## config.mk

```make
export PLATFORM = sky130hd
export DESIGN_NAME = rf_pulse_width_frame_decoder_core_flat
export DESIGN_NICKNAME = d
export VERILOG_FILES = /design/src/rtl/rfpd_pkg.sv /design/src/rtl/rfpd_pulse_if.sv /design/src/rtl/rfpd_frame_if.sv /design/src/rtl/rfpd_cfg_if.sv /design/src/rtl/rfpd_front.sv /design/src/rtl/rfpd_queue.sv /design/src/rtl/rfpd_back.sv /design/src/rtl/rf_pulse_width_frame_decoder_core.sv /design/src/flat_wrapper.sv
export SDC_FILE = /design/constraint.sdc
export NUM_CORES = 1
export LEC_CHECK = 0
export BUFFER_PORTS_ARGS = -buffer_cell sky130_fd_sc_hd__buf_2
export CAP_MARGIN = 20
export CORE_MARGIN = 5
export CORE_UTILIZATION = 65
export DETAILED_ROUTE_END_ITERATION = 6
export PLACE_DENSITY = 0.95
export SYNTH_ARGS = -nofsm -noshare
export SYNTH_HDL_FRONTEND = slang
export SYNTH_SLANG_ARGS = --single-unit
```

## constraint.sdc

```tcl
create_clock -name clk -period 5 [get_ports clk]
set_clock_uncertainty 0.15 [all_clocks]
set_input_delay 1 -clock clk [delete_from_list [all_inputs] [get_ports clk]]
set_output_delay 1 -clock clk [all_outputs]
set_load 0.05 [all_outputs]
```

## src/rtl/rfpd_pkg.sv

```systemverilog
package rfpd_pkg;

  localparam int PULSE_W = 16;
  localparam int ID_W = 24;
  localparam int LOW_W = 16;
  localparam int CNT_W = 6;
  localparam int CFG_IDX_W = 3;

  // Pulses per packet, 4 to 62
  localparam int PULSE_COUNT = 50;

  localparam logic [CNT_W-1:0] CNT_MAX = '1;
  localparam logic [CNT_W:0] PULSE_COUNT_X = (CNT_W + 1)'(PULSE_COUNT);

  localparam logic [ID_W-1:0] ID_ONES = '1;
  localparam logic [LOW_W-1:0] LOW_ONES = '1;

  localparam int Q_DEPTH = 4;
  localparam int Q_PTR_W = $clog2(Q_DEPTH);
  localparam int Q_CNT_W = $clog2(Q_DEPTH + 1);

  typedef enum logic [CFG_IDX_W-1:0] {
    REG_GAP_MAX        = 3'd0,
    REG_SHORT_MIN      = 3'd1,
    REG_SHORT_MAX      = 3'd2,
    REG_LONG_THRESHOLD = 3'd3,
    REG_LONG_MAX       = 3'd4
  } cfg_reg_e;

  localparam logic [PULSE_W-1:0] GAP_MAX_RST        = 16'd1000;
  localparam logic [PULSE_W-1:0] SHORT_MIN_RST      = 16'd1000;
  localparam logic [PULSE_W-1:0] SHORT_MAX_RST      = 16'd1500;
  localparam logic [PULSE_W-1:0] LONG_THRESHOLD_RST = 16'd2000;
  localparam logic [PULSE_W-1:0] LONG_MAX_RST       = 16'd2800;

  // One classified pulse
  typedef struct packed {
    logic data;      // shifts a bit into the ID
    logic data_bit;
    logic err;
    logic last;
    logic len_ok;    // packet length matches PULSE_COUNT so far
  } tok_t;

endpackage

```

## src/rtl/rfpd_pulse_if.sv

```systemverilog
interface rfpd_pulse_if import rfpd_pkg::*; ();
  logic               valid;
  logic               ready;
  logic [PULSE_W-1:0] pulse_length;
  logic               last_pulse;

  modport source(output valid, pulse_length, last_pulse, input ready);
  modport sink(input valid, pulse_length, last_pulse, output ready);
endinterface

```

## src/rtl/rfpd_frame_if.sv

```systemverilog
interface rfpd_frame_if import rfpd_pkg::*; ();
  logic            valid;
  logic            ready;
  logic [ID_W-1:0] device_id;
  logic            frame_valid;

  modport source(output valid, device_id, frame_valid, input ready);
  modport sink(input valid, device_id, frame_valid, output ready);
endinterface

```

## src/rtl/rfpd_cfg_if.sv

```systemverilog
interface rfpd_cfg_if import rfpd_pkg::*; ();
  logic                 valid;
  logic                 ready;
  logic [CFG_IDX_W-1:0] index;
  logic [PULSE_W-1:0]   data;

  modport source(output valid, index, data, input ready);
  modport sink(input valid, index, data, output ready);
endinterface

```

## src/rtl/rfpd_front.sv

```systemverilog
module rfpd_front import rfpd_pkg::*; (
  input  logic         clk,
  input  logic         rst,
  rfpd_pulse_if.sink   pulse_in,
  rfpd_cfg_if.sink     cfg,
  input  logic         q_full,
  output logic         push,
  output tok_t         tok
);

  logic [PULSE_W-1:0] gap_max;
  logic [PULSE_W-1:0] short_min;
  logic [PULSE_W-1:0] short_max;
  logic [PULSE_W-1:0] long_threshold;
  logic [PULSE_W-1:0] long_max;

  logic [CNT_W-1:0] cnt;
  logic [CNT_W-1:0] cnt_next;
  logic [CNT_W:0]   n_x;
  logic [PULSE_W-1:0] p;
  logic             is_one;

  assign cfg.ready = 1'b1;
  assign pulse_in.ready = !q_full;
  assign push = pulse_in.valid && !q_full;
  assign p = pulse_in.pulse_length;

  always_ff @(posedge clk) begin
    if (rst) begin
      gap_max        <= GAP_MAX_RST;
      short_min      <= SHORT_MIN_RST;
      short_max      <= SHORT_MAX_RST;
      long_threshold <= LONG_THRESHOLD_RST;
      long_max       <= LONG_MAX_RST;
    end else if (cfg.valid) begin
      unique case (cfg.index)
        REG_GAP_MAX:        gap_max <= cfg.data;
        REG_SHORT_MIN:      short_min <= cfg.data;
        REG_SHORT_MAX:      short_max <= cfg.data;
        REG_LONG_THRESHOLD: long_threshold <= cfg.data;
        REG_LONG_MAX:       long_max <= cfg.data;
        default: ;
      endcase
    end
  end

  always_comb begin
    cnt_next = (cnt == CNT_MAX) ? cnt : cnt + 1'b1;
    n_x = {1'b0, cnt_next};
    is_one = p > long_threshold;
    tok = '0;
    tok.last = pulse_in.last_pulse;
    tok.len_ok = n_x == PULSE_COUNT_X;
    if (!cnt_next[0]) begin
      tok.data = n_x < PULSE_COUNT_X;
      tok.data_bit = is_one;
      tok.err = tok.data && (is_one ? (p > long_max) : (p > short_max || p < short_min));
    end else begin
      tok.err = (n_x + 1'b1 < PULSE_COUNT_X) && (p > gap_max);
    end
  end

  always_ff @(posedge clk) begin
    if (rst) begin
      cnt <= '0;
    end else if (push) begin
      cnt <= pulse_in.last_pulse ? '0 : cnt_next;
    end
  end

endmodule

```

## src/rtl/rfpd_queue.sv

```systemverilog
module rfpd_queue import rfpd_pkg::*; (
  input  logic clk,
  input  logic rst,
  input  logic push,
  input  tok_t push_tok,
  output logic full,
  output logic q_valid,
  output tok_t q_tok,
  input  logic pop
);

  tok_t               mem [Q_DEPTH];
  logic [Q_PTR_W-1:0] wr_ptr;
  logic [Q_PTR_W-1:0] rd_ptr;
  logic [Q_CNT_W-1:0] count;

  assign full = count == Q_CNT_W'(Q_DEPTH);
  assign q_valid = count != '0;
  assign q_tok = mem[rd_ptr];

  always_ff @(posedge clk) begin
    if (push) begin
      mem[wr_ptr] <= push_tok;
    end
  end

  always_ff @(posedge clk) begin
    if (rst) begin
      wr_ptr <= '0;
      rd_ptr <= '0;
      count  <= '0;
    end else begin
      if (push) wr_ptr <= wr_ptr + 1'b1;
      if (pop) rd_ptr <= rd_ptr + 1'b1;
      if (push && !pop) begin
        count <= count + 1'b1;
      end else if (pop && !push) begin
        count <= count - 1'b1;
      end
    end
  end

endmodule

```

## src/rtl/rfpd_back.sv

```systemverilog
module rfpd_back import rfpd_pkg::*; (
  input  logic         clk,
  input  logic         rst,
  input  logic         q_valid,
  input  tok_t         q_tok,
  output logic         pop,
  rfpd_frame_if.source frame_out
);

  logic [ID_W-1:0] bit_shift;
  logic [ID_W-1:0] bit_shift_next;
  logic            pulse_error;
  logic            pulse_error_next;
  logic            id_ok;

  logic            out_valid;
  logic [ID_W-1:0] out_id;
  logic            out_ok;

  assign pop = q_valid && (!q_tok.last || !out_valid || frame_out.ready);

  always_comb begin
    bit_shift_next = q_tok.data ? {bit_shift[ID_W-2:0], q_tok.data_bit} : bit_shift;
    pulse_error_next = pulse_error || q_tok.err;
    id_ok = q_tok.len_ok && !pulse_error_next && (bit_shift_next != '0) &&
            (bit_shift_next != ID_ONES) && (bit_shift_next[LOW_W-1:0] != LOW_ONES);
  end

  always_ff @(posedge clk) begin
    if (rst) begin
      bit_shift   <= '0;
      pulse_error <= 1'b0;
    end else if (pop) begin
      if (q_tok.last) begin
        bit_shift   <= '0;
        pulse_error <= 1'b0;
      end else begin
        bit_shift   <= bit_shift_next;
        pulse_error <= pulse_error_next;
      end
    end
  end

  always_ff @(posedge clk) begin
    if (rst) begin
      out_valid <= 1'b0;
    end else if (pop && q_tok.last) begin
      out_valid <= 1'b1;
    end else if (frame_out.ready) begin
      out_valid <= 1'b0;
    end
  end

  always_ff @(posedge clk) begin
    if (pop && q_tok.last) begin
      out_id <= id_ok ? bit_shift_next : '0;
      out_ok <= id_ok;
    end
  end

  assign frame_out.valid = out_valid;
  assign frame_out.device_id = out_id;
  assign frame_out.frame_valid = out_ok;

endmodule

```

## src/rtl/rf_pulse_width_frame_decoder_core.sv

```systemverilog
// Pulse-width frame decoder: one pulse duration per transaction on pulse_in, the last pulse
// of a packet flagged by last_pulse, and one frame transaction on frame_out per packet with
// the 24-bit ID and its accept flag. Pulses are accepted one per cycle, back to back, while
// the queue is not full; each is classified against the threshold registers as it is
// accepted and passes through a 4-entry queue to the bit shifter. While frame_out is stalled
// the shifter keeps taking pulses until the next packet's last pulse reaches the queue head;
// the queue then fills and pulse_in.ready drops. The frame register loads at the edge that
// pops the last pulse, so the last pulse passes through the queue and the frame register
// before frame_out.valid rises. Threshold registers are written on cfg (always ready), take
// effect for pulses accepted after the write, and should be changed only between packets.
module rf_pulse_width_frame_decoder_core import rfpd_pkg::*; (
  input  logic          clk,
  input  logic          rst,
  rfpd_pulse_if.sink    pulse_in,
  rfpd_frame_if.source  frame_out,
  rfpd_cfg_if.sink      cfg
);

  logic q_full;
  logic push;
  tok_t push_tok;
  logic q_valid;
  tok_t q_tok;
  logic pop;

  rfpd_front u_front (
    .clk      (clk),
    .rst      (rst),
    .pulse_in (pulse_in),
    .cfg      (cfg),
    .q_full   (q_full),
    .push     (push),
    .tok      (push_tok)
  );

  rfpd_queue u_queue (
    .clk      (clk),
    .rst      (rst),
    .push     (push),
    .push_tok (push_tok),
    .full     (q_full),
    .q_valid  (q_valid),
    .q_tok    (q_tok),
    .pop      (pop)
  );

  rfpd_back u_back (
    .clk       (clk),
    .rst       (rst),
    .q_valid   (q_valid),
    .q_tok     (q_tok),
    .pop       (pop),
    .frame_out (frame_out)
  );

`ifndef SYNTH
  a_accepted_id_legal: assert property (@(posedge clk) disable iff (rst)
    frame_out.valid && frame_out.frame_valid |->
      frame_out.device_id != '0 && frame_out.device_id != ID_ONES &&
      frame_out.device_id[LOW_W-1:0] != LOW_ONES)
    else $error("accepted frame carries an illegal ID");

  a_rejected_id_zero: assert property (@(posedge clk) disable iff (rst)
    frame_out.valid && !frame_out.frame_valid |-> frame_out.device_id == '0)
    else $error("rejected frame carries a nonzero ID");

  a_no_pop_empty: assert property (@(posedge clk) disable iff (rst)
    pop |-> q_valid)
    else $error("pop from empty queue");

  a_full_blocks_input: assert property (@(posedge clk) disable iff (rst)
    q_full |-> !pulse_in.ready && !push)
    else $error("pulse taken while queue full");
`endif

endmodule
```

## src/flat_wrapper.sv

```systemverilog
// flat-port wrapper written by rule: the top's interface ports become plain ports
module rf_pulse_width_frame_decoder_core_flat import rfpd_pkg::*;
  (clk, rst, pulse_in_valid, pulse_in_pulse_length, pulse_in_last_pulse, pulse_in_ready, frame_out_valid, frame_out_device_id, frame_out_frame_valid, frame_out_ready, cfg_valid, cfg_index, cfg_data, cfg_ready);
  rfpd_pulse_if pulse_in_i ();
  rfpd_frame_if frame_out_i ();
  rfpd_cfg_if cfg_i ();
  input  logic clk;
  input  logic rst;
  input wire logic [$bits(pulse_in_i.valid)-1:0] pulse_in_valid;
  input wire logic [$bits(pulse_in_i.pulse_length)-1:0] pulse_in_pulse_length;
  input wire logic [$bits(pulse_in_i.last_pulse)-1:0] pulse_in_last_pulse;
  output wire logic [$bits(pulse_in_i.ready)-1:0] pulse_in_ready;
  output wire logic [$bits(frame_out_i.valid)-1:0] frame_out_valid;
  output wire logic [$bits(frame_out_i.device_id)-1:0] frame_out_device_id;
  output wire logic [$bits(frame_out_i.frame_valid)-1:0] frame_out_frame_valid;
  input wire logic [$bits(frame_out_i.ready)-1:0] frame_out_ready;
  input wire logic [$bits(cfg_i.valid)-1:0] cfg_valid;
  input wire logic [$bits(cfg_i.index)-1:0] cfg_index;
  input wire logic [$bits(cfg_i.data)-1:0] cfg_data;
  output wire logic [$bits(cfg_i.ready)-1:0] cfg_ready;
  assign pulse_in_i.valid = pulse_in_valid;
  assign pulse_in_i.pulse_length = pulse_in_pulse_length;
  assign pulse_in_i.last_pulse = pulse_in_last_pulse;
  assign pulse_in_ready = pulse_in_i.ready;
  assign frame_out_valid = frame_out_i.valid;
  assign frame_out_device_id = frame_out_i.device_id;
  assign frame_out_frame_valid = frame_out_i.frame_valid;
  assign frame_out_i.ready = frame_out_ready;
  assign cfg_i.valid = cfg_valid;
  assign cfg_i.index = cfg_index;
  assign cfg_i.data = cfg_data;
  assign cfg_ready = cfg_i.ready;
  rf_pulse_width_frame_decoder_core u_core (.clk(clk), .rst(rst), .pulse_in(pulse_in_i), .frame_out(frame_out_i), .cfg(cfg_i));
endmodule
```

======== Word level (Yosys, flattened, before mapping) ========
Memory sizes are Yosys's and may differ from the RTL's. A register that Yosys moved wholly into a read port is not among the register bits.
Index checks and enable logic that the tools add are counted.
word-level totals
  bits in latches ......................... 0
  memory bits (writable) .................. 20
  memory bits (read-only) ................. 0
  input port bits ......................... 41
  flip-flop bits (word level) ............. 144
  output and inout bits ................... 28
  memories kept ........................... 1
operators by class
  reductions and logical operators ........ 31
  $add $sub $neg .......................... 6
  multipliers ............................. 0
  $lt $le $gt $ge ......................... 7
  mux-type cells .......................... 16
  equality and inequality tests ........... 9
  bitwise gates (word level) .............. 0
  divide/modulo/power cells ............... 0
  shift operators ......................... 0
memories
  memory              depth  bits a word  rd ports  clocked after Yosys merged registers in  wr ports  line              source
  u_core.u_queue.mem  4      5            1         1                                        1         rfpd_queue.sv:12  tok_t mem [Q_DEPTH];
operators by type and width
  cell                    count
  $gt A16 B16 Y1          4
  $mux W24                2
  $ne A24 B24 Y1 const B  1
  $reduce_bool A24 Y1     1
  $lt A16 B16 Y1          1
  $ne A16 B16 Y1 const B  1
  $eq A6 B6 Y1 const B    2
  $mux W6                 2
  $logic_and A1 B1 Y1     11
  $reduce_and A2 Y1       5
  $add A6 B1 Y7 const B   1
  $lt A7 B6 Y1 const B    1
  $mux W1                 7
  $add A6 B1 Y6 const B   1
  $eq A3 B2 Y1 const B    2
  $eq A3 B3 Y1 const B    2
  $logic_not A1 Y1        6
  $lt A6 B6 Y1 const B    1
  $mux W2                 3
  $mux W3                 2
  $add A2 B1 Y2 const B   2
  $logic_or A1 B1 Y1      4
  $reduce_bool A2 Y1      2
  $add A3 B1 Y3 const B   1
  other kinds (4)         4

======== Depth between registers and ports, before layout ========
Gate-level depths: netlist of run 1.
  depth after elaboration ................. 7
  depth in mapped cells ................... 12

======== Cells and area by module ========
A second synthesis of run 1 with hierarchy kept.
unflattened totals
  cells, all modules ...................... 960
  area, all modules ....................... 8734.6 um2
modules (own cells, without submodules)
  module      sequential area each (um2)  times used  cells each  area each (um2)
  rfpd_front  1721.7                      1           695         5360.1
  rfpd_back   1271.2                      1           195         2218.4
  rfpd_queue  780.7                       1           70          1156.1

======== Least setup slack after synthesis of run 1 ========
No wires, ideal clock.
  path type ............................... in2reg
  from .................................... input pulse_in_pulse_length[1]
  to ...................................... memory u_core.u_queue.mem[0][2] (netlist bit), data pin
  stages on the path ...................... 8
  buffers on the path ..................... 0
  setup slack ............................. 1.934 ns
  arrival ................................. 2.636 ns
  cell sequence ........................... ha_1 -> nor2b_1 -> o211ai_1 -> a21oi_1 -> or3_1 -> a221o_1 -> a211oi_1 -> o22ai_1
RTL lines
  item         line                source
  from (decl)  flat_wrapper.sv:10  input wire logic [$bits(pulse_in_i.pulse_length)-1:0] pulse_in_pulse_length;
  to (decl)    rfpd_queue.sv:12

==> summary.md, run 1 <==
| Metric | Value |
|---|---|
| Outcome | complete, no violations |
| Postcts setup bufs | 0 |
| Final setup violating endpoints | 0 |
| Worst-Skew Late Latency | 0.44 ns |
| # fillers | 836 |
| Ys async rst share | 0% |
| Port Buffers | 67 |
| Layout cells sized above 1 | 11.7% |
| Reg2reg path depth | 10 |
| Number of flops mapped to enable cells by yosys | 45 |
| Vias in the first global route | 7,034 |
| Seq cells post-synth | 166 |
| RSZ-0062 raised after global routing | no |
| Tot GR Track Use | 26.4% |
| Post-synth net total | 1,081 |
| Clock share of power | 32.6% |
| Final slew viol count | 0 |
| H-tree depth | 4 |
| Die Wd | 125 µm |
| Sequential power share | 40.8% |
| CTS resizes | 0 |
| Net Sw Power | 1.39 mW |
| GP Congestion | 0.902 |
| Setup crit end | u_core.u_queue.mem[1][2]$_DFFE_PP_ |
| Post-detail-place hpwl | 14,100 µm |
| CP Max Fanout | 9 |
| Worst setup path start | u_core.u_front.cnt[0]$_SDFFE_PP0P_ |
| Remaining antenna violation count | 0 |
| Cts-stage hold buffer count | 0 |
| Ys flop type | dfxtp_1 |
| Hold/Removal Path Class | flip-flop to flip-flop |
| Slew headroom | 29.3% |
| Initial core utilization | 65.7% |
| Synth Instances | 952 |
| Final period util | 68.1% |
| Comb power frac | 26.6% |
| Critical path data arrival time | 3.47 ns |
| Internal | 2.57 mW |
| Clk buf depth | 2 |
| Synthesized area per cell | 9.03 µm² |
| Largest net degree at the start of global routing | 121 |
| FF-to-FF End | u_core.u_queue.mem[1][2]$_DFFE_PP_ |
| Sequential element share of the synthesized area | 43.9% |
| CTS tree | done |
| TNS Setup | 0 ns |
| P&R area growth vs syn | 11.7% |
| RR Startpoint | u_core.u_front.cnt[0]$_SDFFE_PP0P_ |
| I/O pins | 69 |
| Worst EP required | 5.07 ns |
| Worst Tran Pin Value | 1.06 ns |
| Nets | 1,132 |
| Fmax | 294 MHz |
| Sw Ratio | 35.0% |
| Reg clk slew, reported paths | 0.06 ns |
| Core ar. | 0.0131 mm² |
| DR vias/cell | 6.08 |
| Setup WS post-layout | 1.59 ns |
| Die height | 125 µm |
| R2r setup slk | 1.59 ns |
| Max VDD drop | 0.208 mV |
| DR DRC count | 0 |
| Die Area | 0.0156 mm² |
| TritonCTS buffer count | 17 |
| CTS root buf | clkbuf_16 |
| Grt ovf | 0 |
| Routed WL | 20,700 µm |
| Hold Violations, Final | 0 |
| Synth warn | 0 |
| DRT Pass-1 Iters | 6 |
| Pwr Density | 412 mW/mm² |
| Min cycle time layout | 3.41 ns |
| Drt first-iter violations | 972 |
| Max Cap Violations | 0 |
| Initial antenna violation count | 1 |
| Vias | 7,252 |
| Pleak | 4.04 nW |
| Clock sinks | 166 |
| First-pass GRT wire length | 33,700 µm |
| Place WS | 1.56 ns |
| Startpoint types | flip-flop |
| Mapped Area | 0.00859 mm² |
| Crit path kind | flip-flop to flip-flop |
| CP endpoint kind | flip-flop |
| Yosys cell types | 57 |
| WL/cell | 17.4 µm |
| Cell Rows | 42 |
cell usage after synthesis, types with 18 or more instances:
library cell / number / area share (%)
edfxtp_1: 45 / 16
ha_1: 87 / 13
nand2_1: 148 / 6.5
inv_1: 89 / 3.9
a21oi_1: 83 / 4.8
a211o_1: 19 / 1.9
a22oi_1: 26 / 2.3
clkbuf_1: 32 / 1.4
nor2_1: 97 / 4.2
nand4_1: 18 / 1.3
mux2i_1: 24 / 2.8
dfxtp_1: 121 / 28
how the worst min path moves through the flow:
stage | startpoint | to | slack [ns] | cells after the start
3_5_place_dp | u_core.u_front.short_max[1]$_SDFFE_PP0P_ | u_core.u_front.short_max[1]$_SDFFE_PP0P_ | 0.30 | 2
4_1_cts | u_core.u_front.gap_max[14]$_SDFFE_PP0P_ | u_core.u_front.gap_max[14]$_SDFFE_PP0P_ | 0.31 | 2
6_report | u_core.u_front.gap_max[11]$_SDFFE_PP0P_ | u_core.u_front.gap_max[11]$_SDFFE_PP0P_ | 0.31 | 2
5_1_grt | u_core.u_front.short_max[1]$_SDFFE_PP0P_ | u_core.u_front.short_max[1]$_SDFFE_PP0P_ | 0.33 | 2
3_3_place_gp | u_core.u_front.short_min[13]$_SDFFE_PP0P_ | u_core.u_front.short_min[13]$_SDFFE_PP0P_ | 0.29 | 2
2_1_floorplan | u_core.u_front.gap_max[10]$_SDFFE_PP0P_ | u_core.u_front.gap_max[10]$_SDFFE_PP0P_ | 0.29 | 2
worst max-delay path: stages (launching register included):
cell,delay (ns)
dfxtp_1,0.49
ha_1,0.34
and2_1,0.24
nand4_1,0.25
mux2i_1,0.39
ha_1,0.32
o31ai_1,0.31
a21oi_1,0.12
o22ai_1,0.17
nand3_1,0.09
o22ai_1,0.32
flip-flops by register name, indices dropped and copies added (netlist names), named ones only:
register	cells
u_core.u_back.frame_out.valid	1
u_core.u_front.short_max	16
u_core.u_front.gap_max	16
u_core.u_queue.count	3
u_core.u_front.cnt	6
u_core.u_queue.wr_ptr	2
u_core.u_front.long_threshold	16
u_core.u_back.pulse_error	1
u_core.u_queue.rd_ptr	2
u_core.u_back.frame_out.device_id	24
u_core.u_front.long_max	16
u_core.u_back.frame_out.frame_valid	1
u_core.u_back.bit_shift	24
u_core.u_front.short_min	16
u_core.u_queue.mem	20
layout make-up:
type / instances / area [µm²] / share of cell area, %
antenna: 1 / 2.50 / 0.0261
clock buffer: 18 / 439 / 4.57
clock inverter: 14 / 138 / 1.43
inverter: 89 / 334 / 3.48
multi-input combinational: 656 / 4290 / 44.7
sequential: 166 / 3770 / 39.3
tap: 176 / 220 / 2.29
timing repair buffer: 73 / 403 / 4.19
cells in the final DEF, fill, tap and decap left out, types with 3 or more instances in the layout:
master / instances
o21ai_0: 16
a211o_1: 19
or2_2: 3
inv_6: 5
a21o_1: 13
xor2_1: 3
nand4_1: 18
clkbuf_16: 17
a21oi_1: 83
nand2_1: 148
buf_4: 6
inv_8: 3
nand3b_1: 13
buf_2: 66
mux2i_1: 24
nor3_1: 13
mux4_2: 5
a31oi_1: 6
ha_1: 87
dfxtp_1: 121
and3_1: 9
inv_1: 89
a211oi_1: 6
nor2_1: 97
nand3_1: 9
edfxtp_1: 45
nor4_1: 8
xnor2_1: 3
a22oi_1: 26
o22ai_1: 3
nor2b_1: 8
routing by layer:
metal  track usage (%)  part of all wire (%)
met2              44.6                    49
met5                 0                     0
met4              13.2                   3.8
met3              6.35                   8.4
met1              31.7                    39
power by group through the flow:
| stage | clock [mW] | sequential, mW | combinational [mW] |
|---|---|---|---|
| global route | 1.35 | 1.64 | 1.13 |
| finish | 1.29 | 1.62 | 1.05 |
| CTS | 1.29 | 1.62 | 1.04 |
| detailed placement | 0 | 1.64 | 1.03 |
| floorplan | 0 | 1.90 | 0.559 |
| global placement | 0 | 1.63 | 0.992 |
cells by family (layout without fill, tap and decap cells):
logic type,count (synthesis),count (layout),share of synthesized area (%)
AND/OR/NAND/NOR,339,339,17.6
multiplexers,30,30,4.37
other,1,2,0.0436
flip-flops,166,166,43.9
AO/OA/AOI/OAI,192,192,14.4
XOR/XNOR,6,6,0.612
adder cells (fa/ha/maj),88,88,12.9
buffers and inverters,130,194,6.13
metrics by stage:
| step | instances | util, % | cell area [µm²] | total power [mW] | hold WS [ns] |
|---|---|---|---|---|---|
| 3_3_place_gp | 1159 | 68.8 | 9000 | 2.63 | 0.292 |
| 6_report | 1193 | 73.4 | 9600 | 3.96 | 0.306 |
| 5_1_grt | 1193 | 73.4 | 9600 | 4.11 | 0.327 |
| 2_1_floorplan | 952 | - | 8590 | 2.45 | 0.286 |
| 4_1_cts | 1191 | 73.2 | 9570 | 3.95 | 0.307 |
| 3_5_place_dp | 1159 | 68.8 | 9000 | 2.67 | 0.298 |
Note: power is estimated with default switching activity, not from simulation.
==> run 2, diff against run 1 <==
Settings changed: CORE_UTILIZATION 65 to 60, PLACE_DENSITY 0.95 to 0.91.
Clock period 5 ns to 3.15 ns, I/O delays scaled along.
==> run 2 against run 1 <==
Against the previous run:
- the run now ends with DRC left
- register-to-register slack lost 1.3 ns
- first-iteration DRC count shrank 41%
- global-route usage shrank 1.8 points
- clock power grew 56%
- utilization shrank 4.1 points
- sequential share of layout area shrank 0.33 points
- maximum frequency grew 20%
- clock-buffer cell count is the same
- routed wire length shrank 1.9%
- non-clock buffer count grew 12
- largest cell class unchanged
- highest routed layer unchanged
==> summary.md, run 2 (synthesis gave the netlist of run 1 again) <==
| Metric | Value |
|---|---|
| R2r setup slk | 0.31 ns |
| TNS Setup | 0 ns |
| Clock sinks | 166 |
| Min cycle time layout | 2.84 ns |
| Final slew viol count | 0 |
| Commonest non-fill, non-tap cell in the layout | nand2_1 |
| Clk buf depth | 2 |
| GP Congestion | 0.932 |
| FF-to-FF End | u_core.u_queue.mem[0][2]$_DFFE_PP_ |
| Post-detail-place hpwl | 14,100 µm |
| Placed instance area | 0.00911 mm² |
| Die height | 130 µm |
| Cell Rows | 43 |
| Cts-stage hold buffer count | 0 |
| Grt ovf | 0 |
| Worst hold start | u_core.u_front.long_threshold[12]$_SDFFE_PP0P_ |
| Max VDD drop | 0.375 mV |
| Post-route cell area | 0.00969 mm² |
| ANT cells | 0 |
| Final setup violating endpoints | 0 |
| RR Startpoint | u_core.u_front.cnt[1]$_SDFFE_PP0P_ |
| Critical path data arrival time | 2.92 ns |
| Net Sw Power | 2.17 mW |
| Hold/Removal Path Class | flip-flop to flip-flop |
| CTS root buf | clkbuf_16 |
| # fillers | 984 |
| Pwr Density | 646 mW/mm² |
| Routed WL | 20,300 µm |
| CP Max Fanout | 6 |
| Max Cap Violations | 0 |
| Hold EP | u_core.u_front.long_threshold[12]$_SDFFE_PP0P_ |
| Worst Tran Pin Value | 0.875 ns |
| Nets | 1,144 |
| Hold Violations, Final | 0 |
| Worst-Skew Late Latency | 0.44 ns |
| Die Wd | 130 µm |
| Worst EP required | 3.22 ns |
| Tot GR Track Use | 24.6% |
| Layout cells sized above 1 | 12.7% |
| Drt first-iter violations | 574 |
| Sw Ratio | 34.8% |
| Die Area | 0.0168 mm² |
| CP peak stage delay | 0.42 ns |
| Reg clk slew, reported paths | 0.06 ns |
| DRT Pass-1 Iters | 7 |
| Final period util | 90.2% |
| DR DRC count | 1 |
| Register Area | 0.00377 mm² |
| Clock share of power | 32.2% |
| Placed cell count | 1,176 |
| I/O pins | 69 |
| Sequential power share | 40.8% |
| Setup WS post-layout | 0.308 ns |
| Comb power frac | 27.0% |
| Non-Filler Instances | 1,208 |
| Tot Pwr | 6.25 mW |
| P&R area growth vs syn | 12.7% |
| Internal | 4.08 mW |
| Initial antenna violation count | 0 |
| Fmax | 352 MHz |
| Startpoint types | flip-flop |
| Remaining antenna violation count | 0 |
| Multi-input gate area | 0.00430 mm² |
| Commonest non-fill, non-tap cells in the layout | nand2_1 (148), dfxtp_1 (121), nor2_1 (97) |
| Crit path kind | flip-flop to flip-flop |
| Outcome | complete, but fails checks |
| Vias in the first global route | 6,729 |
| Vias | 7,147 |
| Slew headroom | 41.7% |
| RSZ-0062 raised after global routing | no |
| Largest net degree at the start of global routing | 84 |
| DR vias/cell | 5.92 |
| CTS tree | done |
| Initial core utilization | 61.4% |
| Hold path depth | 2 |
| CP endpoint kind | flip-flop |
| Critical-path cell with the highest stage delay | dfxtp_1 |
| WL/cell | 16.8 µm |
| First-pass GRT wire length | 32,500 µm |
| H-tree depth | 4 |
| Failing checks | DRC |
| Core ar. | 0.0140 mm² |
| Reg2reg path depth | 10 |
| Pleak | 4.08 nW |
| Place WS | -0.0558 ns |
| Port Buffers | 67 |
| Critical Path, Cell by Cell | ha_1, and2_1, nand4_1, mux2i_1, ha_1, o31ai_1, a21oi_1, o22ai_1, nand3_1, o22ai_1 |
| TritonCTS buffer count | 17 |
run 2: changes by cell type in the layout (fill, tap and decap cells not counted), sizes merged:
| cell | change |
|---|---|
| inv | -1 |
| buf | +12 |
| clkinvlp | +2 |
| diode | -1 |
| clkinv | -1 |
run 2: area by class of cell:
type / count / area share [%]
clock inverter: 14 / 1.42
timing repair buffer: 85 / 5.01
sequential: 166 / 39.0
clock buffer: 18 / 4.43
tap: 180 / 2.32
multi-input combinational: 656 / 44.4
inverter: 89 / 3.45
run 2: worst max path at each step:
stage | start | endpoint
finish | u_core.u_front.cnt[1]$_SDFFE_PP0P_ | u_core.u_queue.mem[0][2]$_DFFE_PP_
global route | u_core.u_front.cnt[1]$_SDFFE_PP0P_ | u_core.u_queue.mem[0][2]$_DFFE_PP_
CTS | u_core.u_front.cnt[1]$_SDFFE_PP0P_ | u_core.u_queue.mem[0][2]$_DFFE_PP_
detailed placement | pulse_in_pulse_length[1] | u_core.u_queue.mem[0][2]$_DFFE_PP_
global placement | pulse_in_pulse_length[1] | u_core.u_queue.mem[0][2]$_DFFE_PP_
floorplan | u_core.u_front.cnt[1]$_SDFFE_PP0P_ | u_core.u_queue.mem[0][2]$_DFFE_PP_
run 2: timing repair:
action | 4_1_cts | 5_1_grt
buffers inserted | 0 | 0
gates resized for setup | 0 | 1
endpoints found under the setup margin | 0 | 4
run 2: critical path: cells and delay by family, from the launching register on:
family | cells | cell delay [ns]
AOI/OAI and AO/OA | 4 | 0.86
adders and majority gates | 2 | 0.50
muxes | 1 | 0.27
DFF | 1 | 0.42
and+or+nand+nor | 3 | 0.45
run 2: per-layer routing:
metal	GRT usage (%)	wire (µm)	vias up
met3	5.98	1480	65
met1	30.7	8330	3351
met4	10.9	694	0
met5	0	0	-
li1	-	-	3436
met2	40.5	9800	295
run 2: stage by stage:
stage	hold slack, ns	util (%)
after floorplan	0.286	-
after global placement	0.292	65.1
after detailed placement	0.297	65.1
after CTS	0.306	69.2
after global routing	0.320	69.2
final	0.304	69.2
run 2: power by group through the flow:
stage / Sequential, mW / Combinational (mW) / Clock, mW
final: 2.55 / 1.69 / 2.01
after global routing: 2.58 / 1.82 / 2.12
after CTS: 2.56 / 1.69 / 2.03
after detailed placement: 2.60 / 1.67 / 0
after global placement: 2.59 / 1.62 / 0
after floorplan: 3.01 / 0.888 / 0
==> run 3, diff against run 2 <==
Settings changed: CORE_UTILIZATION 60 to 62, CTS_BUF_LIST set to sky130_fd_sc_hd__clkbuf_8, PLACE_DENSITY 0.91 to 0.93.
==> run 3 against run 2 <==
Against the previous run:
- the run now ends clean
- power decreased by 7.2%
- sequential share of layout area increased by 0.68 points
- highest routed layer unchanged
- combinational power about the same
- via count increased by 0.31%
==> summary.md, run 3 (synthesis gave the netlist of run 1 again) <==
| Metric | Value |
|---|---|
| GP Congestion | 0.886 |
| Final period util | 91.1% |
| Critical Path, Cell by Cell | ha_1, and2_1, and4_1, xnor2_1, ha_1, o31ai_1, a21oi_1, o22ai_1, nand3_1, o22ai_2 |
| Final setup violating endpoints | 0 |
| Die height | 128 µm |
| Crit path kind | flip-flop to flip-flop |
| P&R area growth vs syn | 10.8% |
| DRT Pass-1 Iters | 6 |
| Worst hold start | cfg_data[3] |
| CP endpoint kind | flip-flop |
| Critical-path cell with the highest stage delay | o31ai_1 |
| RR Startpoint | u_core.u_front.cnt[0]$_SDFFE_PP0P_ |
| H-tree depth | 4 |
| Slew headroom | 41.4% |
| CP peak stage delay | 0.34 ns |
| Pleak | 4.02 nW |
| Worst-Skew Late Latency | 0.48 ns |
| TritonCTS buffer count | 17 |
| CP Max Fanout | 5 |
| DR DRC count | 0 |
| Vias in the first global route | 6,922 |
| Vias | 7,169 |
| Reg clk slew, reported paths | 0.09 ns |
| Grt ovf | 0 |
| Family with the most delay on the worst path | compound AO/OA/AOI/OAI gates |
| RSZ-0062 raised after global routing | no |
| Commonest non-fill, non-tap cell in the layout | nand2_1 |
| Remaining antenna violation count | 0 |
| CTS tree | done |
| Die Wd | 128 µm |
| First-pass GRT wire length | 32,800 µm |
| Hold Violations, Final | 0 |
| Placed instance area | 0.00912 mm² |
| Critical path data arrival time | 3.02 ns |
| Clock sinks | 166 |
| Port Buffers | 67 |
| Routed WL | 20,100 µm |
| Initial antenna violation count | 1 |
| Die Area | 0.0163 mm² |
| Fmax | 348 MHz |
| Cell Rows | 43 |
| CTS root buf | clkbuf_8 |
| Postcts setup bufs | 0 |
| Hold/Removal Path Class | input port to flip-flop |
| Most frequent CP cell | ha_1 |
| Worst EP required | 3.30 ns |
| Pwr Density | 609 mW/mm² |
| Max VDD drop | 0.350 mV |
| CP Depth | 10 |
| Reg2reg path depth | 10 |
| Outcome | complete, no violations |
| Commonest non-fill, non-tap cells in the layout | nand2_1 (148), dfxtp_1 (121), nor2_1 (97) |
| Clk buf depth | 2 |
| Min cycle time layout | 2.87 ns |
| Post-route cell area | 0.00952 mm² |
| Max Cap Violations | 0 |
| Startpoint types | flip-flop |
| Largest net degree at the start of global routing | 63 |
| Tot GR Track Use | 25.0% |
| Final slew viol count | 0 |
| Worst Tran Pin Value | 0.880 ns |
| Buf/Inv on CP | 0 |
| WL/cell | 16.6 µm |
| Hold path depth | 2 |
| Worst setup path start | u_core.u_front.cnt[0]$_SDFFE_PP0P_ |
| Drt first-iter violations | 746 |
| Nets | 1,145 |
| Post-detail-place hpwl | 14,300 µm |
| I/O pins | 69 |
| DR vias/cell | 5.92 |
| Initial core utilization | 62.6% |
| TNS Setup | 0 ns |
| Core ar. | 0.0137 mm² |
| Layout cells sized above 1 | 12.9% |
-- run 3: what timing repair did --
| action | in CTS | in global routing |
|---|---|---|
| endpoints found under the setup margin | 0 | 4 |
| resized for setup | 0 | 1 |
| hold buffers | 0 | 0 |
| hold endpoints to repair | 0 | 0 |
-- run 3: through the flow --
stage	util, %	power [mW]	setup WS (ns)	std cells	hold slack, ns
after CTS	69.3	5.81	0.182	1209	0.256
after floorplan	-	3.89	0.347	952	0.286
final	69.4	5.80	0.280	1210	0.278
after detailed placement	66.5	4.28	0.0565	1177	0.297
after global routing	69.4	6.05	0.0563	1210	0.256
after global placement	66.5	4.20	0.137	1177	0.291
-- run 3: area by class of cell --
cell class / instances / area (µm²)
diodes: 1 / 2.50
clock buffers: 17 / 234
clock inverters: 15 / 158
fillers: 991 / 4200
inverters: 89 / 334
multi-input cells: 656 / 4300
flip-flops and latches: 166 / 3770
well taps: 180 / 225
repair buffers: 86 / 493
-- run 3: routing by layer --
| metal | routed length (µm) | vias to the layer above | GRT usage [%] |
|---|---|---|---|
| met2 | 9870 | 339 | 42.5 |
| met4 | 673 | 0 | 10.6 |
| met5 | 0 | - | 0 |
| li1 | - | 3451 | - |
| met1 | 8000 | 3311 | 30.7 |
| met3 | 1580 | 68 | 5.38 |
-- run 3: path summary, 6_finish.rpt --
check                                             end  slack (ns)
min          u_core.u_front.short_max[3]$_SDFFE_PP1P_        0.28
max                u_core.u_queue.mem[0][2]$_DFFE_PP_        0.28
min reg2reg  u_core.u_front.short_min[1]$_SDFFE_PP0P_        0.31
max reg2reg        u_core.u_queue.mem[0][2]$_DFFE_PP_        0.28
-- run 3: where the power goes --
part | internal [mW] | switching, mW | total, mW
logic | 0.522 | 1.18 | 1.70
registers | 2.45 | 0.0942 | 2.54
clock network | 0.662 | 0.891 | 1.55
-- run 3: worst register-to-register path, cell delays in order, from the launching register on --
cell and delay (ns):
dfxtp_1 0.32, ha_1 0.20, and2_1 0.21, and4_1 0.24, xnor2_1 0.27, ha_1 0.32, o31ai_1 0.34, a21oi_1 0.14
o22ai_1 0.15, nand3_1 0.13, o22ai_2 0.24
